## src/sv/cossim_pkg.sv

```systemverilog
// Shared types and constants for the cosine similarity unit.
package cossim_pkg;

  localparam int unsigned ElemW      = 16;
  localparam int unsigned ProdW      = 2 * ElemW;
  localparam int unsigned DotW       = 42;
  localparam int unsigned NormW      = 41;
  localparam int unsigned FracShift  = 16;
  localparam int unsigned RadW       = NormW + FracShift + 1;
  localparam int unsigned RootW      = RadW / 2;
  localparam int unsigned SqRemW     = RootW + 2;
  localparam int unsigned PW         = 2 * RootW;
  localparam int unsigned NumW       = PW + 2;
  localparam int unsigned DivRemW    = PW + 1;
  localparam int unsigned TruthW     = 16;
  localparam int unsigned FloorW     = 32;
  localparam int unsigned DataW      = 32;
  localparam int unsigned AddrW      = 3;
  localparam int unsigned CntW       = 5;
  localparam int unsigned SqrtSteps  = RootW;
  localparam int unsigned DivSteps   = TruthW;
  localparam int unsigned QueueDepth = 2;
  localparam int unsigned PtrW       = 1;
  localparam int unsigned CountW     = 2;

  localparam logic [FloorW-1:0] NormFloorReset = FloorW'(1);
  localparam logic              RegNormFloor   = 1'b0;

  typedef struct packed {
    logic signed [ElemW-1:0] a_elem;
    logic signed [ElemW-1:0] b_elem;
    logic                    last_elem;
  } in_req_t;

  typedef struct packed {
    logic [TruthW-1:0] truth;
    logic              degenerate;
  } out_req_t;

  typedef struct packed {
    logic signed [DotW-1:0] dot;
    logic [NormW-1:0]       norm_a;
    logic [NormW-1:0]       norm_b;
  } sums_t;

endpackage

```

## src/sv/cossim_queue.sv

```systemverilog
// Two-entry queue of finished sums between the front and back ends.
module cossim_queue (
  input  logic              clk_i,
  input  logic              rst_ni,
  input  logic              push_valid_i,
  output logic              push_ready_o,
  input  cossim_pkg::sums_t push_data_i,
  output logic              pop_valid_o,
  input  logic              pop_ready_i,
  output cossim_pkg::sums_t pop_data_o
);
  import cossim_pkg::*;

  sums_t             mem_q [QueueDepth];
  logic [PtrW-1:0]   wr_ptr_q, rd_ptr_q;
  logic [CountW-1:0] count_q, count_d;
  logic              push, pop;

  assign push_ready_o = count_q != CountW'(QueueDepth);
  assign pop_valid_o  = count_q != '0;
  assign push         = push_valid_i & push_ready_o;
  assign pop          = pop_valid_o & pop_ready_i;
  assign pop_data_o   = mem_q[rd_ptr_q];

  always_comb begin
    count_d = count_q;
    if (push && !pop) begin
      count_d = count_q + CountW'(1);
    end else if (pop && !push) begin
      count_d = count_q - CountW'(1);
    end
  end

  always_ff @(posedge clk_i or negedge rst_ni) begin
    if (!rst_ni) begin
      wr_ptr_q <= '0;
      rd_ptr_q <= '0;
      count_q  <= '0;
    end else begin
      count_q <= count_d;
      if (push) begin
        wr_ptr_q <= wr_ptr_q + PtrW'(1);
      end
      if (pop) begin
        rd_ptr_q <= rd_ptr_q + PtrW'(1);
      end
    end
  end

  always_ff @(posedge clk_i) begin
    if (push) begin
      mem_q[wr_ptr_q] <= push_data_i;
    end
  end

endmodule

```

## config.mk

```make
export PLATFORM = sky130hd
export DESIGN_NAME = cossim_queue
export DESIGN_NICKNAME = d
export VERILOG_FILES = /design/src/sv/cossim_pkg.sv /design/src/sv/cossim_queue.sv
export SDC_FILE = /design/constraint.sdc
export NUM_CORES = 1
export LEC_CHECK = 0
export ABC_AREA = 1
export ABC_CLOCK_PERIOD_IN_PS = 19600
export CORE_MARGIN = 4
export CORE_UTILIZATION = 55
export CTS_CLUSTER_DIAMETER = 120
export DETAILED_ROUTE_END_ITERATION = 12
export DONT_BUFFER_PORTS = 1
export PLACE_DENSITY = 0.69
export SYNTH_ARGS = -nofsm -noshare
export SYNTH_HDL_FRONTEND = slang
export SYNTH_SLANG_ARGS = --single-unit
```

## constraint.sdc

```tcl
create_clock -name clk_i -period 19.6 [get_ports clk_i]
set_clock_uncertainty 0.05 [all_clocks]
set_input_delay 2.94 -clock clk_i [delete_from_list [all_inputs] [get_ports clk_i]]
set_output_delay 2.94 -clock clk_i [all_outputs]
set_load 0.03 [all_outputs]
```

; Word-level counts from Yosys, hierarchy flattened
; Memory sizes are Yosys's and may differ from the RTL's.
; Cells that the tools add are included.
[word_totals]
ram_bits = 248
reg_bits = 4
out_inout_bits = 126
memories = 1
input_bits = 128
[classes]
n_bitwise = 2
mux = 4
n_addsub = 4
eq_ne = 1
n_reduce_logical = 6
[mem_list]
columns = memory, depth, width, rd, rd_clocked_by_memory_dff, wr, line
row1 = mem_q, 2, 124, 1, 0, 1, cossim_queue.sv:14  ; sums_t mem_q [QueueDepth];
[ops]
columns = operator, n
row1 = 2-to-1 mux 2 bit, 2
row2 = nonzero test 2 bit, 2
row3 = "adder 1 bit, second input constant", 2
row4 = "adder 2 x 1 -> 2 bit, second input constant", 1
row5 = bitwise AND 1 bit, 2
row6 = logical AND 1 bit, 2
row7 = zero test 1 bit, 2
row8 = 2-to-1 mux 1 bit, 2
row9 = "inequality test 2 bit, second input constant", 1
row10 = "subtractor 2 x 1 -> 2 bit, second input constant", 1

; Longest topological paths before layout
[logic_depth]
ltp_word = 6
mapped_depth = 10
depth_no_buf = 10

; Worst setup path after synthesis
; No wires, ideal clock.
[synth_path]
path_type = input -> register
start = input push_valid_i
end = memory mem_q[0][0] (netlist name) (enable)
path_buffers = 0
required_ns = 18.941
t_arrival_ns = 8.216
stages = 2
slack_ns = 10.725
cell_sequence = nand2_1 nor2_1
[synth_between]
elab_chain_cells = 3
[synth_lines]
columns = element, line
row1 = "start, declared", cossim_queue.sv:5  ; input logic push_valid_i,
row2 = bitwise AND 1 bit, cossim_queue.sv:21  ; assign push = push_valid_i & push_ready_o;
row3 = 2-to-1 mux 1 bit, cossim_queue.sv:51  ; if (push) begin
row4 = 2-to-1 mux 1 bit (not written as such), cossim_queue.sv:52  ; mem_q[wr_ptr_q] <= push_data_i;
row5 = "end, declared", cossim_queue.sv:14
; Every way passes these cells.

==> results.md <==
- **status** complete, no violations
- **DIE HEIGHT** 138 um
- **maximum fanout count along the critical path** 125
- **DRC violation count after routing** 0
- **xor and xnor fraction of the mapped netlist area** 0.00189
- **Port Buffers** 0
- **main combinational cell family by area after synthesis** simple AND/OR/NAND/NOR gates
- **Hold Crit Class** register to register
- **wire length of the first global-routing pass** 25,000 um
- **highest metal layer with signal wires** met4
- **smallest setup slack after layout** 13.70 ns
- **top-level I/O count** 254
- **wire length on met2** 8910 um
- **share of synthesized cell area in and, or, nand and nor gates** 0.158
- **Worst-Margin Slew** 1.30 ns
- **switching share of power** 0.415
- **final hold viol count** 0
- **worst setup slack before clock tree synthesis** 14.27 ns
- **antenna violations before repair** 0
- **fin crit period** 5.90 ns
- **combined area of the multi-input logic cells** 1500 um2
- **post-detailed-route via-to-cell ratio** 5.20
- **part of the Yosys area used for sequential elements** 0.816
- **origin of the critical flop-to-flop path** count_q[0]
- **YS warnings** 0
- **core area** 16,500 um2
- **adder and majority cell fraction of the synthesized area** 0.00135
- **final wirelength** 17,400 um
- **count of standard-cell rows** 47
- **area enclosed by the die boundary** 19,000 um2
- **flip-flop and latch count after synthesis** 252
- **path depth of the worst reg2reg path** 6
- **arrival time at the worst endpoint** 2.91 ns
- **internal power consumption** 1.06 mW
- **via count of the first global-routing pass** 4,711
- **clock group share of total power** 0.238
- **maximum number of buffers from clock root to sink** 3
- **share of post-route cells with drive strength above 1** 0.0601
- **count of antenna diodes in the layout** 0
- **area fraction in compound gates after synthesis** 0
- **total grt overflow** 0
- **Max VDD drop** 0.0000984 V
- **net count of the finished layout** 810
- **Most Frequent Cell on Critical Path** nand2_1
- **synthesized area per cell** 13.7 um2
- **pwr/cell area** 179 nW/um2
- **GRT Util Overall** 0.173
- **average detailed-routed wire length per instance** 19.0 um
- **final core occ** 0.614
- **maximum clock frequency** 169 MHz
- **combinational cell fraction of total power** 0.328
- **number of nets with antenna violations after routing** 0
- **Layout Area Growth over Synthesis** 9.60%
- **Yosys cell types** 14
- **leakage component of the power** 3.91 nW
- **unrepaired setup endpoints after global routing** no
- **post-synth net total** 805
- **DP Wirelength** 11,100 um
- **Clock Tree Root** clkbuf_16
- **critical path class** register to primary output
- **summed instance area of the synthesized netlist** 9250 um2
- **Reg power frac** 0.435
- **end point of the worst hold path** count_q[0]
- **Worst R2R End** mem_q[1][15]
- **worst hold path cell count** 1
- **start point of the worst hold path** count_q[0]
- **largest net degree at the start of global routing** 126
- **Slew Limit Fails** 0
- **sequential cell area in the final layout** 7550 um2
- **total via count in the routed design** 4,776
- **worst reg2reg setup slack** 16.52 ns
- **delay of the slowest critical-path stage** 0.96 ns
- **type of element capturing the critical path** primary output
- **number of hold buffers added after cts** 0
- **cell-by-cell listing of the critical path** inv_4, nand2_1, nand2_1
- **RePlAce Congestion** 0.743
- **Mapped Cells** 676
- **number of search-and-repair iterations in the first detailed-routing pass** 4
- **Clk Latency, worst-skew pair** 0.50 ns
- **setup total negative slack** 0 ns
- **met3 WL post-DR** 2420 um
- **number of design-rule violations left by the first detailed-router iteration** 312
- **Resized cells post-CTS** 0
- **number of buffers inserted during clock tree synthesis** 25
- **relative max-transition margin** 0.134
- **final number of setup-violating endpoints** 0
- **mux cell area share after synthesis** 0
- **clock tree from TritonCTS** yes
- **number of maximum-capacitance violations** 0
- **count of clock tree sinks** 252
- **Post-CTS Repair Setup Buffers** 0
- **Die Wd** 138 um
- **net switching power figure** 752 uW
- **Initial Util** 0.560
- **Filler Cell Count** 1,225
- **clock transition at the registers of the reported paths** 0.06 ns
- **required time of the critical path** 16.61 ns
- **met1 layer wirelength in the final routing** 5790 um
- **Final Cycle Share** 0.301
- **CP Launch Type** register
- **number of levels in the clock H-tree** 1
- **slowest cell on the critical path** inv_4
-- power groups by stage --
| stage | combinational [mW] | sequential, mW | clock (mW) |
|---|---|---|---|
| floorplan | 0.545 | 0.794 | 0 |
| global placement | 0.598 | 0.794 | 0 |
| detailed placement | 0.606 | 0.800 | 0 |
| CTS | 0.607 | 0.789 | 0.442 |
| global route | 0.642 | 0.799 | 0.466 |
| finish | 0.594 | 0.788 | 0.431 |
-- metrics by stage --
| stage | std cells | hold slack, ns | area [um2] | total power, mW |
|---|---|---|---|---|
| 5_1_grt | 919 | 0.470 | 10100 | 1.91 |
| 4_1_cts | 919 | 0.461 | 10100 | 1.84 |
| 3_3_place_gp | 874 | 0.429 | 9400 | 1.39 |
| 3_5_place_dp | 874 | 0.453 | 9400 | 1.41 |
| 2_1_floorplan | 676 | 0.412 | 9250 | 1.34 |
| 6_report | 919 | 0.457 | 10100 | 1.81 |
-- synthesized netlist by cell type --
master	count	area (um2)
inv_4	1	6.26
dfrtp_1	4	100
buf_4	7	52.6
inv_1	6	22.5
ha_1	1	12.5
nand2_1	382	1430
edfxtp_1	248	7450
xnor2_1	1	8.76
nand4_1	1	6.26
xor2_1	1	8.76
nor2_1	2	7.51
buf_6	6	67.6
buf_2	14	70.1
nand3_1	2	10.0
-- layer usage --
| metal | vias up | GRT usage |
|---|---|---|
| li1 | 2287 | - |
| met1 | 2247 | 0.184 |
| met2 | 214 | 0.300 |
| met3 | 28 | 0.0906 |
| met4 | 0 | 0.0494 |
| met5 | - | 0 |
-- kinds of logic after synthesis --
logic type / after synthesis
adder cells (fa/ha/maj): 1
buffers and inverters: 34
flip-flops: 252
XOR/XNOR: 2
AND/OR/NAND/NOR: 387
-- sequential cells by signal, summed over array words and instances, names as in the netlist --
signal / cells
count_q: 2
mem_q: 248
rd_ptr_q: 1
wr_ptr_q: 1
-- worst max-delay path: cells and delay by family, from the launching register on --
family	cells	cell delay [ns]
buf+inv	1	0.96
flops	1	0.75
simple gates	2	0.48
-- area by class of cell --
cell class	instances	share of cell area
timing repair buffer	5	0.00370
clock inverter	14	0.00975
multi-input combinational	390	0.148
tap	220	0.0271
sequential	252	0.745
clock buffer	31	0.0639
inverter	7	0.00284
-- how the worst max path moves through the flow --
stage                             from        endpoint  slack, ns  cells after the start
after floorplan           push_valid_i     mem_q[0][0]      10.72                      2
after global placement        rd_ptr_q  pop_data_o[12]      14.32                      3
after detailed placement      rd_ptr_q  pop_data_o[79]      14.27                      3
after CTS                     rd_ptr_q  pop_data_o[13]      13.72                      3
after global routing          rd_ptr_q  pop_data_o[55]      13.54                      3
final                         rd_ptr_q  pop_data_o[79]      13.70                      3
-- cell usage in the layout (no fill, tap or decap), drive strengths merged --
cell type  netlist  layout
buf             27       5
bufinv           0       1
clkbuf           0      31
clkinv           0       9
clkinvlp         0       3
dfrtp            4       4
edfxtp         248     248
ha               1       1
inv              7       8
nand2          382     382
nand3            2       2
nand4            1       1
nor2             2       2
xnor2            1       1
xor2             1       1
No activity file was read; power rests on OpenSTA's default activity.
