$ cat config.mk
export PLATFORM = sky130hd
export DESIGN_NAME = cossim_front
export DESIGN_NICKNAME = d
export VERILOG_FILES = /design/src/sv/cossim_pkg.sv /design/src/sv/cossim_front.sv
export SDC_FILE = /design/constraint.sdc
export NUM_CORES = 2
export LEC_CHECK = 0
export BUFFER_PORTS_ARGS = -buffer_cell sky130_fd_sc_hd__buf_2
export CELL_PAD_IN_SITES_DETAIL_PLACEMENT = 0
export CELL_PAD_IN_SITES_GLOBAL_PLACEMENT = 1
export CORE_MARGIN = 3
export CORE_UTILIZATION = 50
export DETAILED_ROUTE_END_ITERATION = 6
export PLACE_DENSITY_LB_ADDON = 0.1
export SLEW_MARGIN = 25
export SYNTH_ARGS = -nofsm -noshare
export SYNTH_HDL_FRONTEND = slang
export SYNTH_SLANG_ARGS = --single-unit
$ cat constraint.sdc
create_clock -name clk_i -period 10.6 [get_ports clk_i]
set_clock_uncertainty 0.2 [all_clocks]
set_input_delay 3.18 -clock clk_i [delete_from_list [all_inputs] [get_ports clk_i]]
set_output_delay 3.18 -clock clk_i [all_outputs]
set_load 0.005 [all_outputs]
$ cat src/sv/cossim_pkg.sv
// Shared types and constants for the cosine similarity unit.
package cossim_pkg;

  localparam int unsigned ElemW      = 16;
  localparam int unsigned ProdW      = 2 * ElemW;
  localparam int unsigned DotW       = 42;
  localparam int unsigned NormW      = 41;
  localparam int unsigned FracShift  = 16;
  localparam int unsigned RadW       = NormW + FracShift + 1;
  localparam int unsigned RootW      = RadW / 2;
  localparam int unsigned SqRemW     = RootW + 2;
  localparam int unsigned PW         = 2 * RootW;
  localparam int unsigned NumW       = PW + 2;
  localparam int unsigned DivRemW    = PW + 1;
  localparam int unsigned TruthW     = 16;
  localparam int unsigned FloorW     = 32;
  localparam int unsigned DataW      = 32;
  localparam int unsigned AddrW      = 3;
  localparam int unsigned CntW       = 5;
  localparam int unsigned SqrtSteps  = RootW;
  localparam int unsigned DivSteps   = TruthW;
  localparam int unsigned QueueDepth = 2;
  localparam int unsigned PtrW       = 1;
  localparam int unsigned CountW     = 2;

  localparam logic [FloorW-1:0] NormFloorReset = FloorW'(1);
  localparam logic              RegNormFloor   = 1'b0;

  typedef struct packed {
    logic signed [ElemW-1:0] a_elem;
    logic signed [ElemW-1:0] b_elem;
    logic                    last_elem;
  } in_req_t;

  typedef struct packed {
    logic [TruthW-1:0] truth;
    logic              degenerate;
  } out_req_t;

  typedef struct packed {
    logic signed [DotW-1:0] dot;
    logic [NormW-1:0]       norm_a;
    logic [NormW-1:0]       norm_b;
  } sums_t;

endpackage

$ cat src/sv/cossim_front.sv
// Front end: multiplies each element pair and accumulates dot and squared norms.
module cossim_front (
  input  logic               clk_i,
  input  logic               rst_ni,
  input  logic               in_valid_i,
  output logic               in_ready_o,
  input  cossim_pkg::in_req_t in_req_i,
  output logic               push_valid_o,
  input  logic               push_ready_i,
  output cossim_pkg::sums_t  push_data_o
);
  import cossim_pkg::*;

  logic                    s1_valid_q, s1_valid_d;
  logic                    s1_last_q;
  logic signed [ProdW-1:0] s1_dot_q;
  logic [ProdW-2:0]        s1_na_q, s1_nb_q;
  logic signed [ProdW-1:0] prod_ab, prod_aa, prod_bb;
  logic                    stall;
  sums_t                   acc_q, acc_d, sums;

  assign prod_ab = in_req_i.a_elem * in_req_i.b_elem;
  assign prod_aa = in_req_i.a_elem * in_req_i.a_elem;
  assign prod_bb = in_req_i.b_elem * in_req_i.b_elem;

  assign stall      = s1_valid_q & s1_last_q & ~push_ready_i;
  assign in_ready_o = ~stall;
  assign s1_valid_d = stall | in_valid_i;

  always_ff @(posedge clk_i or negedge rst_ni) begin
    if (!rst_ni) begin
      s1_valid_q <= 1'b0;
    end else begin
      s1_valid_q <= s1_valid_d;
    end
  end

  always_ff @(posedge clk_i) begin
    if (!stall && in_valid_i) begin
      s1_last_q <= in_req_i.last_elem;
      s1_dot_q  <= prod_ab;
      s1_na_q   <= prod_aa[ProdW-2:0];
      s1_nb_q   <= prod_bb[ProdW-2:0];
    end
  end

  always_comb begin
    sums.dot    = acc_q.dot + {{(DotW-ProdW){s1_dot_q[ProdW-1]}}, s1_dot_q};
    sums.norm_a = acc_q.norm_a + {{(NormW-ProdW+1){1'b0}}, s1_na_q};
    sums.norm_b = acc_q.norm_b + {{(NormW-ProdW+1){1'b0}}, s1_nb_q};
    acc_d = acc_q;
    if (s1_valid_q && !stall) begin
      acc_d = s1_last_q ? '0 : sums;
    end
  end

  always_ff @(posedge clk_i or negedge rst_ni) begin
    if (!rst_ni) begin
      acc_q <= '0;
    end else begin
      acc_q <= acc_d;
    end
  end

  assign push_valid_o = s1_valid_q & s1_last_q;
  assign push_data_o  = sums;

endmodule

Word-level counts from Yosys, hierarchy flattened
Cells that the tools add are included.

Flip-flop bits (word level): 220. Bits in latches: 0. Memory bits (writable): 0. ROM bits: 0. Input bits: 37. Memories kept: 0.

Add/subtract/negate cells: 3. $mul: 3. Divide/modulo/power cells: 0. $lt $le $gt $ge: 0. Equal/unequal tests: 0. Shift-type cells: 0. Mux-type cells: 1. Bitwise gates (word level): 5. Reductions and logical operators: 3.

Operator list (count): two-way mux 124 bit (1); adder 41 x 31 -> 41 bit (2); multiplier 16 x 16 -> 31 bit (2); adder 42 bit (1); multiplier 16 x 16 -> 32 bit (1); bitwise AND 1 bit (2); logical AND 1 bit (2); NOT 1 bit (2); logical NOT 1 bit (1); bitwise OR 1 bit (1).

Depth between registers and ports, before layout
Depth in word-level cells: 4. Mapped depth: 25. Depth with buffers taken out: 24.

Worst setup path after synthesis
Ideal clock, no wire load.

Path kind: input to register. From: in in_req_i[32] in the netlist's numbering. To: reg s1_dot_q[31], data pin. Arrival: 8.976 ns. Data required time: 10.142 ns. Path slack: 1.167 ns. Stages on the path: 22. Path buffers: 2. Cell sequence: clkbuf_1 > clkinv_1 > clkbuf_1 > nor2_1 > fa_1 > fa_1 > fa_1 > fa_1 > fa_1 > inv_1 > fa_1 > inv_1 > ha_1 > nand2_1 > o21ai_0 > o221ai_1 > a21oi_1 > nor2_1 > o311a_1 > or2_1 > a311o_1 > xnor2_1.

Cells in the longest elaborated chain, start to end: 1.

RTL lines: from (decl) (line cossim_front.sv:7) `input cossim_pkg::in_req_t in_req_i,`; multiplier 16 x 16 -> 32 bit (line cossim_front.sv:22) `assign prod_ab = in_req_i.a_elem * in_req_i.b_elem;`; via prod_ab[31] (line cossim_front.sv:18) `logic signed [ProdW-1:0] prod_ab, prod_aa, prod_bb;`; to (signal assigned) (line cossim_front.sv:41) `s1_dot_q <= prod_ab;`; to (decl) (line cossim_front.sv:16) `logic signed [ProdW-1:0] s1_dot_q;`.

The timed path passes the listed nets, and every way through them passes these cells. A chain may end at the register's enable or synchronous reset.

Final worst setup path
From: in in_req_i[10] in the netlist's numbering. To: reg s1_nb_q[24], data pin.

Cells in the longest elaborated chain, start to end: 1.

RTL lines: multiplier 16 x 16 -> 31 bit (line cossim_front.sv:24) `assign prod_bb = in_req_i.b_elem * in_req_i.b_elem;`; via prod_bb[24] (line cossim_front.sv:18); to (signal assigned) (line cossim_front.sv:43) `s1_nb_q <= prod_bb[ProdW-2:0];`; to (decl) (line cossim_front.sv:17) `logic [ProdW-2:0] s1_na_q, s1_nb_q;`.

The timed path passes the listed nets, and every way through them passes these cells.

==> metrics.txt <==
Core Footprint=approximately 0.08 mm²; Max Freq=between 100 and 150 MHz; Critical-path top delay cell=a2111oi_1; status=complete, no violations; slew margin rel.=just under 40%; final setup vio count=0; Worst-path clk slew=about 0.06 ns; initial DRC count=~1600; total count of hold-check failures in the final report=0; I/O pins=around 160; Placed Instance Area=~0.042 mm²; GRT Total Usage=between 20% and 30%; largest net degree at the start of global routing=70; fin. max-slew vios=0; Num CTS Buffers=29; total clock sinks=between 200 and 250; Commonest cells post-synth=inv_1 (950), fa_1 (720), nand2_1 (399); vias in the first global route=a little over 30000; first-pass GRT wire length=165 mm; final wirelength=101 mm; Synth Register Bits=~220; syn_area_per_cell=~9.5 µm²; starting density of the core=50.6%; worst reg-to-reg setup slack=7.10 ns; critical path class=input pin to flop; Post-CTS Hold Fix Bufs=0; 1st-pass router iterations=5; Die Footprint=0.0836 mm²; Slew @ Worst Pin=about 0.9 ns; ys flop type=dfrtp_1; share of the synthesized area in the top cell type=a little over a third; setup slack after layout=0.944 ns; R2R depth=10; worst hold path class=flop to flop; hold path cells=2; # port buffers=between 150 and 200; CP Launch Type=input pin; critical-path cell list=buf_2 > buf_4 > buf_4 > and2_1 > ha_1 > xnor2_1 > fa_1 > fa_1 > fa_1 > fa_1 > inv_1 > fa_1 > inv_1 > ha_1 > nand4_1 > a2111oi_1 > o21bai_1 > a21oi_1 > o21ai_0 > o311ai_0; via count=about 29000; setup tns final=0 ns; synth-to-layout area growth=7.30%; YS warnings=0; Remaining DRCs=0; grt total ovfl=0; # Max-Cap Violations=0; Root Buffer Master=clkbuf_16; CTS tree=built; CTS-repair resized insts=0; WP data required=around 11 ns; final instance area=around 0.043 mm²; Hold Path Sink=acc_q[2]$_DFFE_PN0P_; Post-CTS Setup Bufs=0; Crit Reg-Reg Endpoint=acc_q[40]$_DFFE_PN0P_; crit path max fanout=20; Distinct cells, synth=between 70 and 80; min Tclk post-route=~9.7 ns; Post-DRT Antenna Nets=0; clock buffer depth=3; post-synthesis sequential area ratio=14.8%; syn_nets=between 5000 and 6000; ratio of cells with drive above 1 in the final layout=6.86%; Finished Core Util=between 50% and 60%; CP dominant cell by count=fa_1; fraction of registers with async set/reset=57.3%; worst skew pair latency=0.60 ns; CP Capture Type=flop; RSZ-0062 raised after global routing=false; HP Start=acc_q[2]$_DFFE_PN0P_; worst slack, placed=roughly 0.17 ns; Tcrit/Tclk final=between 90% and 100%; Syn Inst Count=about 4200; mapped cell area=0.0401 mm²; Die H=289 µm; DR WL/cell=18.6 µm; largest cells by area after synthesis=fa_1 (36%), ha_1 (11%), inv_1 (8.9%), dfrtp_1 (7.8%), edfxtp_1 (7.0%); Vias per Instance=5.33; antenna violations before repair=6; routability cong.=about 0.9; worst path arrival time=about 9.7 ns; Rows=between 100 and 150; top-count cell post-synth=inv_1; H-tree depth=1; Die Wd=~290 µm; EDFF count, synth=93; Final Net Count=about 5500; DPL Wire Length=between 80 and 90 mm; origin of the critical flop-to-flop path=s1_nb_q[2]$_DFFE_PP_; Max stage delay on crit path=0.66 ns; Synth area leader=fa_1
per-layer routing:
metal / routed length [µm] / global-route usage (%) / up-vias
met1: 46500 / 36.6 / 14600
met5: 21 / 0 / -
li1: - / - / 13600
met2: 46400 / 40.5 / 643
met4: 1830 / 4.39 / 4
met3: 6130 / 3.89 / 89
critical path: cells and delay by family:
| family | cells | cell delay [ns] |
|---|---|---|
| XOR/XNOR | 1 | 0.24 |
| AO/OA/AOI/OAI | 5 | 1.80 |
| AND/OR/NAND/NOR | 2 | 0.46 |
| buffers and inverters | 5 | 0.96 |
| adder cells (fa/ha/maj) | 7 | 3.08 |
stage by stage:
step	hold WS, ns	cells
floorplan	0.243	4238
global placement	0.253	5366
detailed placement	0.265	5366
CTS	0.278	5420
global route	0.309	5420
finish	0.275	5422
cell usage in the layout (no fill, tap or decap), types with 34 or more instances in the layout:
cell type,instances
a21o_1,95
a21oi_1,156
a22o_1,85
and2_1,158
buf_2,161
buf_4,58
dfrtp_1,125
edfxtp_1,93
fa_1,720
ha_1,361
inv_1,950
nand2_1,398
nand3_1,42
nor2_1,196
o21ai_0,70
o21bai_1,34
xnor2_1,178
xor2_1,61
cells by family (layout without fill, tap and decap cells):
family	after synthesis	in the layout	share of synthesized area [%]
buffers and inverters	1103	1235	10.3
AO/OA/AOI/OAI	652	652	11.5
XOR/XNOR	239	239	5.22
AND/OR/NAND/NOR	940	940	10.8
adder cells (fa/ha/maj)	1081	1081	47.2
multiplexers	5	5	0.131
flip-flops	218	218	14.8
other	0	2	0
final cells by class:
type	instances	area (µm²)
Fill cell	7342	36200
Multi-Input combinational cell	2917	30100
Sequential cell	218	5920
Inverter	961	3610
Tap cell	1050	1310
Timing Repair Buffer	220	1250
Clock buffer	44	782
Clock inverter	10	91.3
Antenna cell	2	5.00
worst max-delay path by stage:
stage	from	end	slack [ns]	cells past startpoint
finish	in_req_i[10]	s1_nb_q[24]$_DFFE_PP_	0.94	20
CTS	in_req_i[10]	s1_nb_q[24]$_DFFE_PP_	0.81	20
detailed placement	in_req_i[10]	s1_nb_q[24]$_DFFE_PP_	0.17	20
floorplan	in_req_i[32]	s1_dot_q[31]$_DFFE_PP_	1.17	22
global placement	in_req_i[10]	s1_nb_q[24]$_DFFE_PP_	0.28	20
global route	in_req_i[10]	s1_nb_q[24]$_DFFE_PP_	0.53	20
sequential cells by signal (all words and copies together) (netlist names):
signal	count
s1_valid_q	1
s1_dot_q	32
s1_nb_q	30
acc_q	124
s1_na_q	30
s1_last_q	1
Power is not shown: default switching activity piles up to over one toggle a cycle in this logic, so the estimate is an artifact.
