**config.mk**
```make
export PLATFORM = sky130hd
export DESIGN_NAME = cossim_back
export DESIGN_NICKNAME = d
export VERILOG_FILES = /design/src/sv/cossim_pkg.sv /design/src/sv/cossim_back.sv
export SDC_FILE = /design/constraint.sdc
export NUM_CORES = 2
export LEC_CHECK = 0
export BUFFER_PORTS_ARGS = -buffer_cell sky130_fd_sc_hd__buf_2
export CAP_MARGIN = 20
export CORE_ASPECT_RATIO = 1.1
export CORE_MARGIN = 1.5
export CORE_UTILIZATION = 35
export CTS_CLUSTER_DIAMETER = 150
export DETAILED_ROUTE_END_ITERATION = 7
export SETUP_SLACK_MARGIN = 0.4
export SLEW_MARGIN = 20
export SYNTH_ARGS = -nofsm -noshare
export SYNTH_HDL_FRONTEND = slang
export SYNTH_SLANG_ARGS = --single-unit
```
**constraint.sdc**
```tcl
create_clock -name clk_i -period 8.6 [get_ports clk_i]
set_clock_uncertainty 0.2 [all_clocks]
set_input_delay 1.72 -clock clk_i [delete_from_list [all_inputs] [get_ports clk_i]]
set_output_delay 1.72 -clock clk_i [all_outputs]
set_load 0.005 [all_outputs]
```
**src/sv/cossim_pkg.sv**
```systemverilog
// Shared types and constants for the cosine similarity unit.
package cossim_pkg;

  localparam int unsigned ElemW      = 16;
  localparam int unsigned ProdW      = 2 * ElemW;
  localparam int unsigned DotW       = 42;
  localparam int unsigned NormW      = 41;
  localparam int unsigned FracShift  = 16;
  localparam int unsigned RadW       = NormW + FracShift + 1;
  localparam int unsigned RootW      = RadW / 2;
  localparam int unsigned SqRemW     = RootW + 2;
  localparam int unsigned PW         = 2 * RootW;
  localparam int unsigned NumW       = PW + 2;
  localparam int unsigned DivRemW    = PW + 1;
  localparam int unsigned TruthW     = 16;
  localparam int unsigned FloorW     = 32;
  localparam int unsigned DataW      = 32;
  localparam int unsigned AddrW      = 3;
  localparam int unsigned CntW       = 5;
  localparam int unsigned SqrtSteps  = RootW;
  localparam int unsigned DivSteps   = TruthW;
  localparam int unsigned QueueDepth = 2;
  localparam int unsigned PtrW       = 1;
  localparam int unsigned CountW     = 2;

  localparam logic [FloorW-1:0] NormFloorReset = FloorW'(1);
  localparam logic              RegNormFloor   = 1'b0;

  typedef struct packed {
    logic signed [ElemW-1:0] a_elem;
    logic signed [ElemW-1:0] b_elem;
    logic                    last_elem;
  } in_req_t;

  typedef struct packed {
    logic [TruthW-1:0] truth;
    logic              degenerate;
  } out_req_t;

  typedef struct packed {
    logic signed [DotW-1:0] dot;
    logic [NormW-1:0]       norm_a;
    logic [NormW-1:0]       norm_b;
  } sums_t;

endpackage

```
**src/sv/cossim_back.sv**
```systemverilog
// Back end: square roots, norm product, floor check and quotient for one vector pair.
module cossim_back (
  input  logic                          clk_i,
  input  logic                          rst_ni,
  input  logic                          pop_valid_i,
  output logic                          pop_ready_o,
  input  cossim_pkg::sums_t             pop_data_i,
  input  logic [cossim_pkg::FloorW-1:0] norm_floor_i,
  output logic                          out_valid_o,
  input  logic                          out_ready_i,
  output cossim_pkg::out_req_t          out_req_o
);
  import cossim_pkg::*;

  typedef enum logic [5:0] {
    StIdle = 6'b000001,
    StSqrt = 6'b000010,
    StMul  = 6'b000100,
    StChk  = 6'b001000,
    StDiv  = 6'b010000,
    StFin  = 6'b100000
  } state_e;

  typedef struct packed {
    logic [SqRemW-1:0] rem;
    logic [RootW-1:0]  root;
  } sq_t;

  function automatic sq_t sqrt_step(logic [SqRemW-1:0] rem, logic [RootW-1:0] root,
                                    logic [1:0] digits);
    logic [SqRemW+1:0] rem4;
    logic [SqRemW+1:0] trial;
    sq_t               res;
    rem4  = {rem, digits};
    trial = {2'b00, root, 2'b01};
    if (rem4 >= trial) begin
      res.rem  = SqRemW'(rem4 - trial);
      res.root = {root[RootW-2:0], 1'b1};
    end else begin
      res.rem  = rem4[SqRemW-1:0];
      res.root = {root[RootW-2:0], 1'b0};
    end
    return res;
  endfunction

  state_e                 state_q, state_d;
  logic [CntW-1:0]        cnt_q, cnt_d;
  logic [RadW-1:0]        rad_a_q, rad_a_d, rad_b_q, rad_b_d;
  logic [SqRemW-1:0]      sra_q, sra_d, srb_q, srb_d;
  logic [RootW-1:0]       root_a_q, root_a_d, root_b_q, root_b_d;
  logic signed [DotW-1:0] dot_q, dot_d;
  logic [PW-1:0]          p_q, p_d;
  logic [DivRemW-1:0]     rem_q, rem_d;
  logic [TruthW-1:0]      truth_q, truth_d;
  logic                   degen_q, degen_d;
  logic                   out_valid_q, out_valid_d;
  out_req_t               out_q, out_d;

  sq_t                    step_a, step_b;
  logic signed [NumW-1:0] num;
  logic [PW-1:0]          floor_ext;
  logic                   is_degen, num_le0, num_ge2p;
  logic [DivRemW-1:0]     div_r;
  logic                   div_ge;

  assign step_a = sqrt_step(sra_q, root_a_q, rad_a_q[RadW-1 -: 2]);
  assign step_b = sqrt_step(srb_q, root_b_q, rad_b_q[RadW-1 -: 2]);

  assign num = {{(NumW-DotW-FracShift){dot_q[DotW-1]}}, dot_q, {FracShift{1'b0}}}
             + {{(NumW-PW){1'b0}}, p_q};
  assign floor_ext = {{(PW-FloorW-FracShift){1'b0}}, norm_floor_i, {FracShift{1'b0}}};
  assign is_degen  = (p_q == '0) || (p_q < floor_ext);
  assign num_le0   = num[NumW-1] || (num == '0);
  assign num_ge2p  = num >= {{(NumW-PW-1){1'b0}}, p_q, 1'b0};

  assign div_r  = (cnt_q == '0) ? rem_q : {rem_q[DivRemW-2:0], 1'b0};
  assign div_ge = div_r >= {1'b0, p_q};

  assign pop_ready_o = state_q == StIdle;

  always_comb begin
    state_d     = state_q;
    cnt_d       = cnt_q;
    rad_a_d     = rad_a_q;
    rad_b_d     = rad_b_q;
    sra_d       = sra_q;
    srb_d       = srb_q;
    root_a_d    = root_a_q;
    root_b_d    = root_b_q;
    dot_d       = dot_q;
    p_d         = p_q;
    rem_d       = rem_q;
    truth_d     = truth_q;
    degen_d     = degen_q;
    out_d       = out_q;
    out_valid_d = out_valid_q & ~out_ready_i;
    unique case (state_q)
      StIdle: begin
        if (pop_valid_i) begin
          rad_a_d  = {1'b0, pop_data_i.norm_a, {FracShift{1'b0}}};
          rad_b_d  = {1'b0, pop_data_i.norm_b, {FracShift{1'b0}}};
          dot_d    = pop_data_i.dot;
          sra_d    = '0;
          srb_d    = '0;
          root_a_d = '0;
          root_b_d = '0;
          cnt_d    = '0;
          state_d  = StSqrt;
        end
      end
      StSqrt: begin
        sra_d    = step_a.rem;
        srb_d    = step_b.rem;
        root_a_d = step_a.root;
        root_b_d = step_b.root;
        rad_a_d  = {rad_a_q[RadW-3:0], 2'b00};
        rad_b_d  = {rad_b_q[RadW-3:0], 2'b00};
        cnt_d    = cnt_q + CntW'(1);
        if (cnt_q == CntW'(SqrtSteps - 1)) begin
          state_d = StMul;
        end
      end
      StMul: begin
        p_d     = root_a_q * root_b_q;
        state_d = StChk;
      end
      StChk: begin
        degen_d = 1'b0;
        truth_d = '0;
        cnt_d   = '0;
        rem_d   = num[DivRemW-1:0];
        if (is_degen) begin
          degen_d = 1'b1;
          state_d = StFin;
        end else if (num_le0) begin
          state_d = StFin;
        end else if (num_ge2p) begin
          truth_d = '1;
          state_d = StFin;
        end else begin
          state_d = StDiv;
        end
      end
      StDiv: begin
        rem_d   = div_ge ? (div_r - {1'b0, p_q}) : div_r;
        truth_d = {truth_q[TruthW-2:0], div_ge};
        cnt_d   = cnt_q + CntW'(1);
        if (cnt_q == CntW'(DivSteps - 1)) begin
          state_d = StFin;
        end
      end
      StFin: begin
        if (!out_valid_q || out_ready_i) begin
          out_d.truth      = truth_q;
          out_d.degenerate = degen_q;
          out_valid_d      = 1'b1;
          state_d          = StIdle;
        end
      end
      default: state_d = StIdle;
    endcase
  end

  always_ff @(posedge clk_i or negedge rst_ni) begin
    if (!rst_ni) begin
      state_q     <= StIdle;
      out_valid_q <= 1'b0;
    end else begin
      state_q     <= state_d;
      out_valid_q <= out_valid_d;
    end
  end

  always_ff @(posedge clk_i) begin
    cnt_q    <= cnt_d;
    rad_a_q  <= rad_a_d;
    rad_b_q  <= rad_b_d;
    sra_q    <= sra_d;
    srb_q    <= srb_d;
    root_a_q <= root_a_d;
    root_b_q <= root_b_d;
    dot_q    <= dot_d;
    p_q      <= p_d;
    rem_q    <= rem_d;
    truth_q  <= truth_d;
    degen_q  <= degen_d;
    out_q    <= out_d;
  end

  assign out_valid_o = out_valid_q;
  assign out_req_o   = out_q;

endmodule

```
Word level (Yosys, flattened, before mapping)

Index checks and enable logic that the tools add are counted.

Memory bits (read-only): 0
Bits of input ports: 160
Bits in writable memories: 0
Register bits after elaboration: 441
Bits in latches: 0
Memories kept: 0
Output and inout port bits: 19

$mul: 1
Add/sub/neg operators: 5
Divide/modulo/power cells: 0
Order comparisons: 5
Shift-type cells: 0
Reduce and logical (&&, ||, !) cells: 16
Multiplexer cells: 32
Equal/unequal tests: 12
Bitwise gates (word level): 2

Operators with widths:

| operator         | count |
|---|---|
| $pmux 58 s2      | 2 |
| $pmux 31 s2      | 2 |
| $mux 60          | 2 |
| $mux 59          | 2 |
| $pmux 59 s2      | 1 |
| $mux 58          | 2 |
| $pmux 29 s2      | 2 |
| $ge 33x31->1     | 2 |
| $sub 31x31->31   | 2 |
| $add 58x59->60   | 1 |
| $ge 60x59->1     | 1 |
| $logic_not 60->1 | 1 |
| $ge 59x58->1     | 1 |
| $sub 59x58->59   | 1 |
| $logic_not 58->1 | 1 |
| $lt 58x48->1     | 1 |
| $mul 29x29->58   | 1 |
| $mux 16          | 3 |
| $mux 6           | 7 |
| $pmux 6 s6       | 1 |
| $pmux 16 s2      | 1 |
| $mux 31          | 1 |
| $mux 29          | 1 |
| $pmux 5 s3       | 1 |
| other kinds (22) | 33 |

Logic depth before layout (Yosys ltp)

Depth after elaboration: 6
Depth in mapped cells: 32

Worst setup path before layout

OpenSTA, ideal clock, no wires.

Path type: flip-flop to flip-flop
From: register root_a_q[20]
To: register p_q[57], data pin
Stages on the path, launching flop included: 29
Library setup time: 0.263 ns
Data arrival time: 7.928 ns
Buffers on the path: 2
Required time: 8.137 ns
Period minus slack after synthesis: 8.391 ns
Setup slack: 0.209 ns
Cells stage by stage: edfxtp_1 clkbuf_1 inv_1 clkbuf_1 nor2_1 fa_1 fa_1 inv_1 fa_1 inv_1 fa_1 inv_1 fa_1 fa_1 fa_1 fa_1 inv_1 ha_1 a21o_1 a21o_1 a221o_1 a311o_1 a21oi_1 o21a_1 o31ai_1 o41a_1 a311o_1 a311oi_1 xnor2_1

Word-level cells in the longest chain between the ends: 1

RTL lines:

| what                   | RTL line           | RTL |
|---|---|---|
| from (decl)            | cossim_back.sv:50  | `logic [RootW-1:0] root_a_q, root_a_d, root_b_q, root_b_d;` |
| from (signal assigned) | cossim_back.sv:180 | `root_a_q <= root_a_d;` |
| $mul 29x29->58         | cossim_back.sv:124 | `p_d = root_a_q * root_b_q;` |
| to (signal assigned)   | cossim_back.sv:183 | `p_q <= p_d;` |
| to (decl)              | cossim_back.sv:52  | `logic [PW-1:0] p_q, p_d;` |

Every way passes these cells.
A chain may end at the register's enable or synchronous reset.

Worst setup path after layout

From: register root_b_q[5]
To: register p_q[57], data pin

Word-level cells in the longest chain between the ends: 1

RTL lines:

| what                   | RTL line           | RTL |
|---|---|---|
| from (decl)            | cossim_back.sv:50  |  |
| from (signal assigned) | cossim_back.sv:181 | `root_b_q <= root_b_d;` |
| $mul 29x29->58         | cossim_back.sv:124 |  |

Every way passes these cells.

==> reports/qor.yml <==
outcome:
  run_status: "finished clean"
global_routing:
  wire_length_of_the_first_global_routing_pass_mm: 266
  grt.overflow.total: 0
  grtUsageTotal_pct: 21.7
  first_global_vias: 45324
  pin_count_of_the_biggest_net_entering_global_routing: 147
  antenna_violations_before_repair: 1
sta:
  worst_slew_pin_slew_ns: 1.01
  unrepaired_setup_endpoints_after_global_routing: "yes"
  fmax_ghz: 0.122
  finalWorstSetupSlack_ns: 0.434
  hold-worst-slack_ns: 0.227
  report.final.slew_viol_count: 0
  setup_violations: 0
  layout_min_cycle_time_ns: 8.17
  number_of_hold_violations_in_the_final_report: 0
  maxSlewHeadroom_pct: 31.9
  finalCritPeriodShare_pct: 95.0
final_layout:
  final_layout_size_suffix_gt1_share_pct: 10.8
  final_nets: 7702
  utilization_pct: 39.6
  flow.area_growth_from_synthesis_pct: 12.3
clock_network:
  cts_htree_levels: 2
  path_clk_slew_ns: 0.06
  tritoncts: "built"
  clock_tree.buffer_depth: 3
  cts_num_sinks: 409
  numCtsBuffers: 54
  clockRootBuffer: "sky130_fd_sc_hd__clkbuf_16"
  ctsHoldBuffers: 0
  clock_insertion_delay_worst_skew_ns: 0.71
synth:
  synth_area_um2: 54900
  cell_type_with_the_highest_aggregate_area_in_the_netlist: "sky130_fd_sc_hd__fa_1"
  synth-edff-count: 402
  synthDominantCellAreaShare_pct: 26.5
  synth_top_cells_by_area: "sky130_fd_sc_hd__fa_1 26%, sky130_fd_sc_hd__edfxtp_1 22%, sky130_fd_sc_hd__ha_1 12%"
  synth_ff_type: "sky130_fd_sc_hd__edfxtp_1"
  synth_commonest_cells: "952 x sky130_fd_sc_hd__inv_1, 885 x sky130_fd_sc_hd__nand2_1, 726 x sky130_fd_sc_hd__fa_1, 694 x sky130_fd_sc_hd__nor2_1, 509 x sky130_fd_sc_hd__ha_1"
  ys_async_sr_fraction_pct: 1.71
  ys.warnings.count: 0
  yosysMostFrequentCell: "sky130_fd_sc_hd__inv_1"
  mapped_avg_cell_area_um2: 9.02
  synth-seq-area-share_pct: 22.3
  postSynthNetCount: 7477
  yosys_register_bits: 409
  synthesis.instances: 6082
  synth.lib_cells_used.distinct: 84
worst_hold_path:
  worst_hold_startpoint: "truth_q[15]$_DFFE_PP_"
  holdPathStages: 0
  worst_hold_path_type: "register to register"
  worst_case_hold_path_end_point: "out_req_o[16]$_DFFE_PP_"
floorplanning:
  die_x_um: 381
  die-area_um2: 159000
  floorplan.io_pins: 179
  fp.coreArea_um2: 156000
  fp.dieH_um: 418
  fp-row-count: 152
  floorplan.initialDensity_pct: 35.2
critical_path:
  critPathMostFrequentCell: "sky130_fd_sc_hd__fa_1"
  slowest_delay_ns: 0.60
  crit_arrival_ns: 8.41
  path_type_of_the_worst_setup_path: "register to register"
  ff2ff_path_depth: 27
  end_of_the_worst_register_to_register_path: "p_q[57]$_DFFE_PP_"
  crit_required_ns: 8.84
  setup.reg_to_reg.worst_slack_ns: 0.43
  worstSetupStartpointType: "register"
  regToRegStartpoint: "root_b_q[5]$_SDFFCE_PN0P_"
  worst-path-max-fanout: 11
  crit_path_slowest_cell: "sky130_fd_sc_hd__fa_2"
  endpoint_kind: "register"
route:
  drt-wirelength-per-cell_um: 20.7
  pre_antenna_drt_iters: 6
  ant_nets: 0
  initialDrtViolationCount: 3114
  post_drt_via_cell_ratio: 5.19
  routed_wirelength_mm: 174
  detail_route.drc_violations: 0
  via_count: 43776
placement:
  dp_hpwl_mm: 141
  place_ws_ns: -0.106
  finalWeightedCongestion: 0.929
  portBuffers: 178
run:
  drv.max_cap_violation_count: 0
[placed cells by master, fill, tap and decap left out, types with 9 or more instances in the layout]
cell                        Yosys  routed
sky130_fd_sc_hd__a211oi_1      32      31
sky130_fd_sc_hd__o21bai_1      41      41
sky130_fd_sc_hd__a31oi_1       20      19
sky130_fd_sc_hd__or2_2          9       9
sky130_fd_sc_hd__nor3_1        53      53
sky130_fd_sc_hd__fa_1         726     720
sky130_fd_sc_hd__o31ai_1       18      14
sky130_fd_sc_hd__nand2_1      885     882
sky130_fd_sc_hd__a21oi_1      292     284
sky130_fd_sc_hd__xor2_1        55      55
sky130_fd_sc_hd__mux2i_1       69      69
sky130_fd_sc_hd__and3_1        25      25
sky130_fd_sc_hd__o211ai_1      26      26
sky130_fd_sc_hd__inv_2          0      16
sky130_fd_sc_hd__inv_1        952     941
sky130_fd_sc_hd__clkbuf_16      0      54
sky130_fd_sc_hd__a21o_1       140     140
sky130_fd_sc_hd__clkinv_1      28      21
sky130_fd_sc_hd__nor2_1       694     688
sky130_fd_sc_hd__buf_2         11     178
sky130_fd_sc_hd__xnor2_1      131     131
sky130_fd_sc_hd__a211o_1        9       9
sky130_fd_sc_hd__edfxtp_1     402     402
sky130_fd_sc_hd__o21a_1        37      36
sky130_fd_sc_hd__mux2_2        60      60
sky130_fd_sc_hd__ha_1         509     503
sky130_fd_sc_hd__buf_6          1      12
sky130_fd_sc_hd__buf_12         0      19
sky130_fd_sc_hd__nand3_1       68      67
sky130_fd_sc_hd__nor4_1        27      27
sky130_fd_sc_hd__or3_1         16      16
sky130_fd_sc_hd__and2_1        23      23
sky130_fd_sc_hd__nand4_1       66      66
sky130_fd_sc_hd__or4_1          9       9
sky130_fd_sc_hd__clkinv_2       0      13
sky130_fd_sc_hd__o21ai_0      197     193
sky130_fd_sc_hd__nor2b_1       33      32
sky130_fd_sc_hd__buf_4          1     222
sky130_fd_sc_hd__nand2b_1      25      25
sky130_fd_sc_hd__o21ai_1       15      16
[layout make-up]
type / instances / area [µm²]
Timing Repair Buffer: 432 / 3090
Sequential cell: 409 / 12200
Clock inverter: 38 / 408
Clock buffer: 59 / 1370
Tap cell: 2079 / 2600
Inverter: 980 / 3700
Antenna cell: 1 / 2.50
Fill cell: 15728 / 94100
Multi-Input combinational cell: 4430 / 38200
[state kept, by name, indices dropped and copies added, names as in the netlist, 16 cells and up]
signal / cells
root_b_q: 29
dot_q: 42
srb_q: 31
truth_q: 16
p_q: 58
sra_q: 31
root_a_q: 29
rad_b_q: 42
rad_a_q: 42
rem_q: 59
out_req_o: 17
[stage by stage]
step	instance area (µm²)	setup TNS, ns	instances
floorplan	54900	0	6082
global placement	59400	0	8308
detailed placement	59400	-0.125	8308
CTS	61300	0	8411
global route	61600	0	8427
finish	61600	0	8428
[worst max-delay path, delay by kind of cell, from the launching register on]
family                     cells  cell delay, ns
adders and majority gates      9            4.34
AOI/OAI and AO/OA              9            2.14
buffers and inverters          6            0.58
DFF                            1            0.43
and+or+nand+nor                2            0.17
xor gates and xnor gates       1            0.09
[timing repair]
action                     in CTS  in global routing
gates resized for setup        32                 63
gates cloned                    0                  0
setup endpoints to repair      15                 16
pin swaps                       3                 18
buffers inserted                6                 16
[layer usage]
layer  track usage (%)  up-vias  part of all wire (%)
li1                  -    20231                     -
met1              27.2    21704                    41
met2              37.4     1544                    48
met3              3.38      295                   6.7
met4              8.22        2                   4.2
met5                 0        -                0.0092
[worst max path at each step]
| stage | startpoint | endpoint | slack [ns] | cells past startpoint |
|---|---|---|---|---|
| floorplan | root_b_q[7]$_SDFFCE_PN0P_ | p_q[57]$_DFFE_PP_ | 0.36 | 28 |
| global placement | root_a_q[7]$_SDFFCE_PN0P_ | p_q[57]$_DFFE_PP_ | 0.003 | 28 |
| detailed placement | root_a_q[7]$_SDFFCE_PN0P_ | p_q[57]$_DFFE_PP_ | -0.11 | 28 |
| CTS | root_a_q[21]$_SDFFCE_PN0P_ | p_q[57]$_DFFE_PP_ | 0.32 | 25 |
| global route | root_a_q[18]$_SDFFCE_PN0P_ | p_q[57]$_DFFE_PP_ | 0.18 | 26 |
| finish | root_b_q[5]$_SDFFCE_PN0P_ | p_q[57]$_DFFE_PP_ | 0.43 | 27 |
[logic make-up after synthesis]
family,count (synthesis),share of synthesized area (%)
adders and majority gates,1235,38.1
xor gates and xnor gates,186,2.97
muxes,129,2.49
DFF,409,22.3
buffers and inverters,1243,8.55
AOI/OAI and AO/OA,918,10.5
and+or+nand+nor,1962,15.0
Power is not shown: default switching activity piles up to over one toggle a cycle in this logic, so the estimate is an artifact.
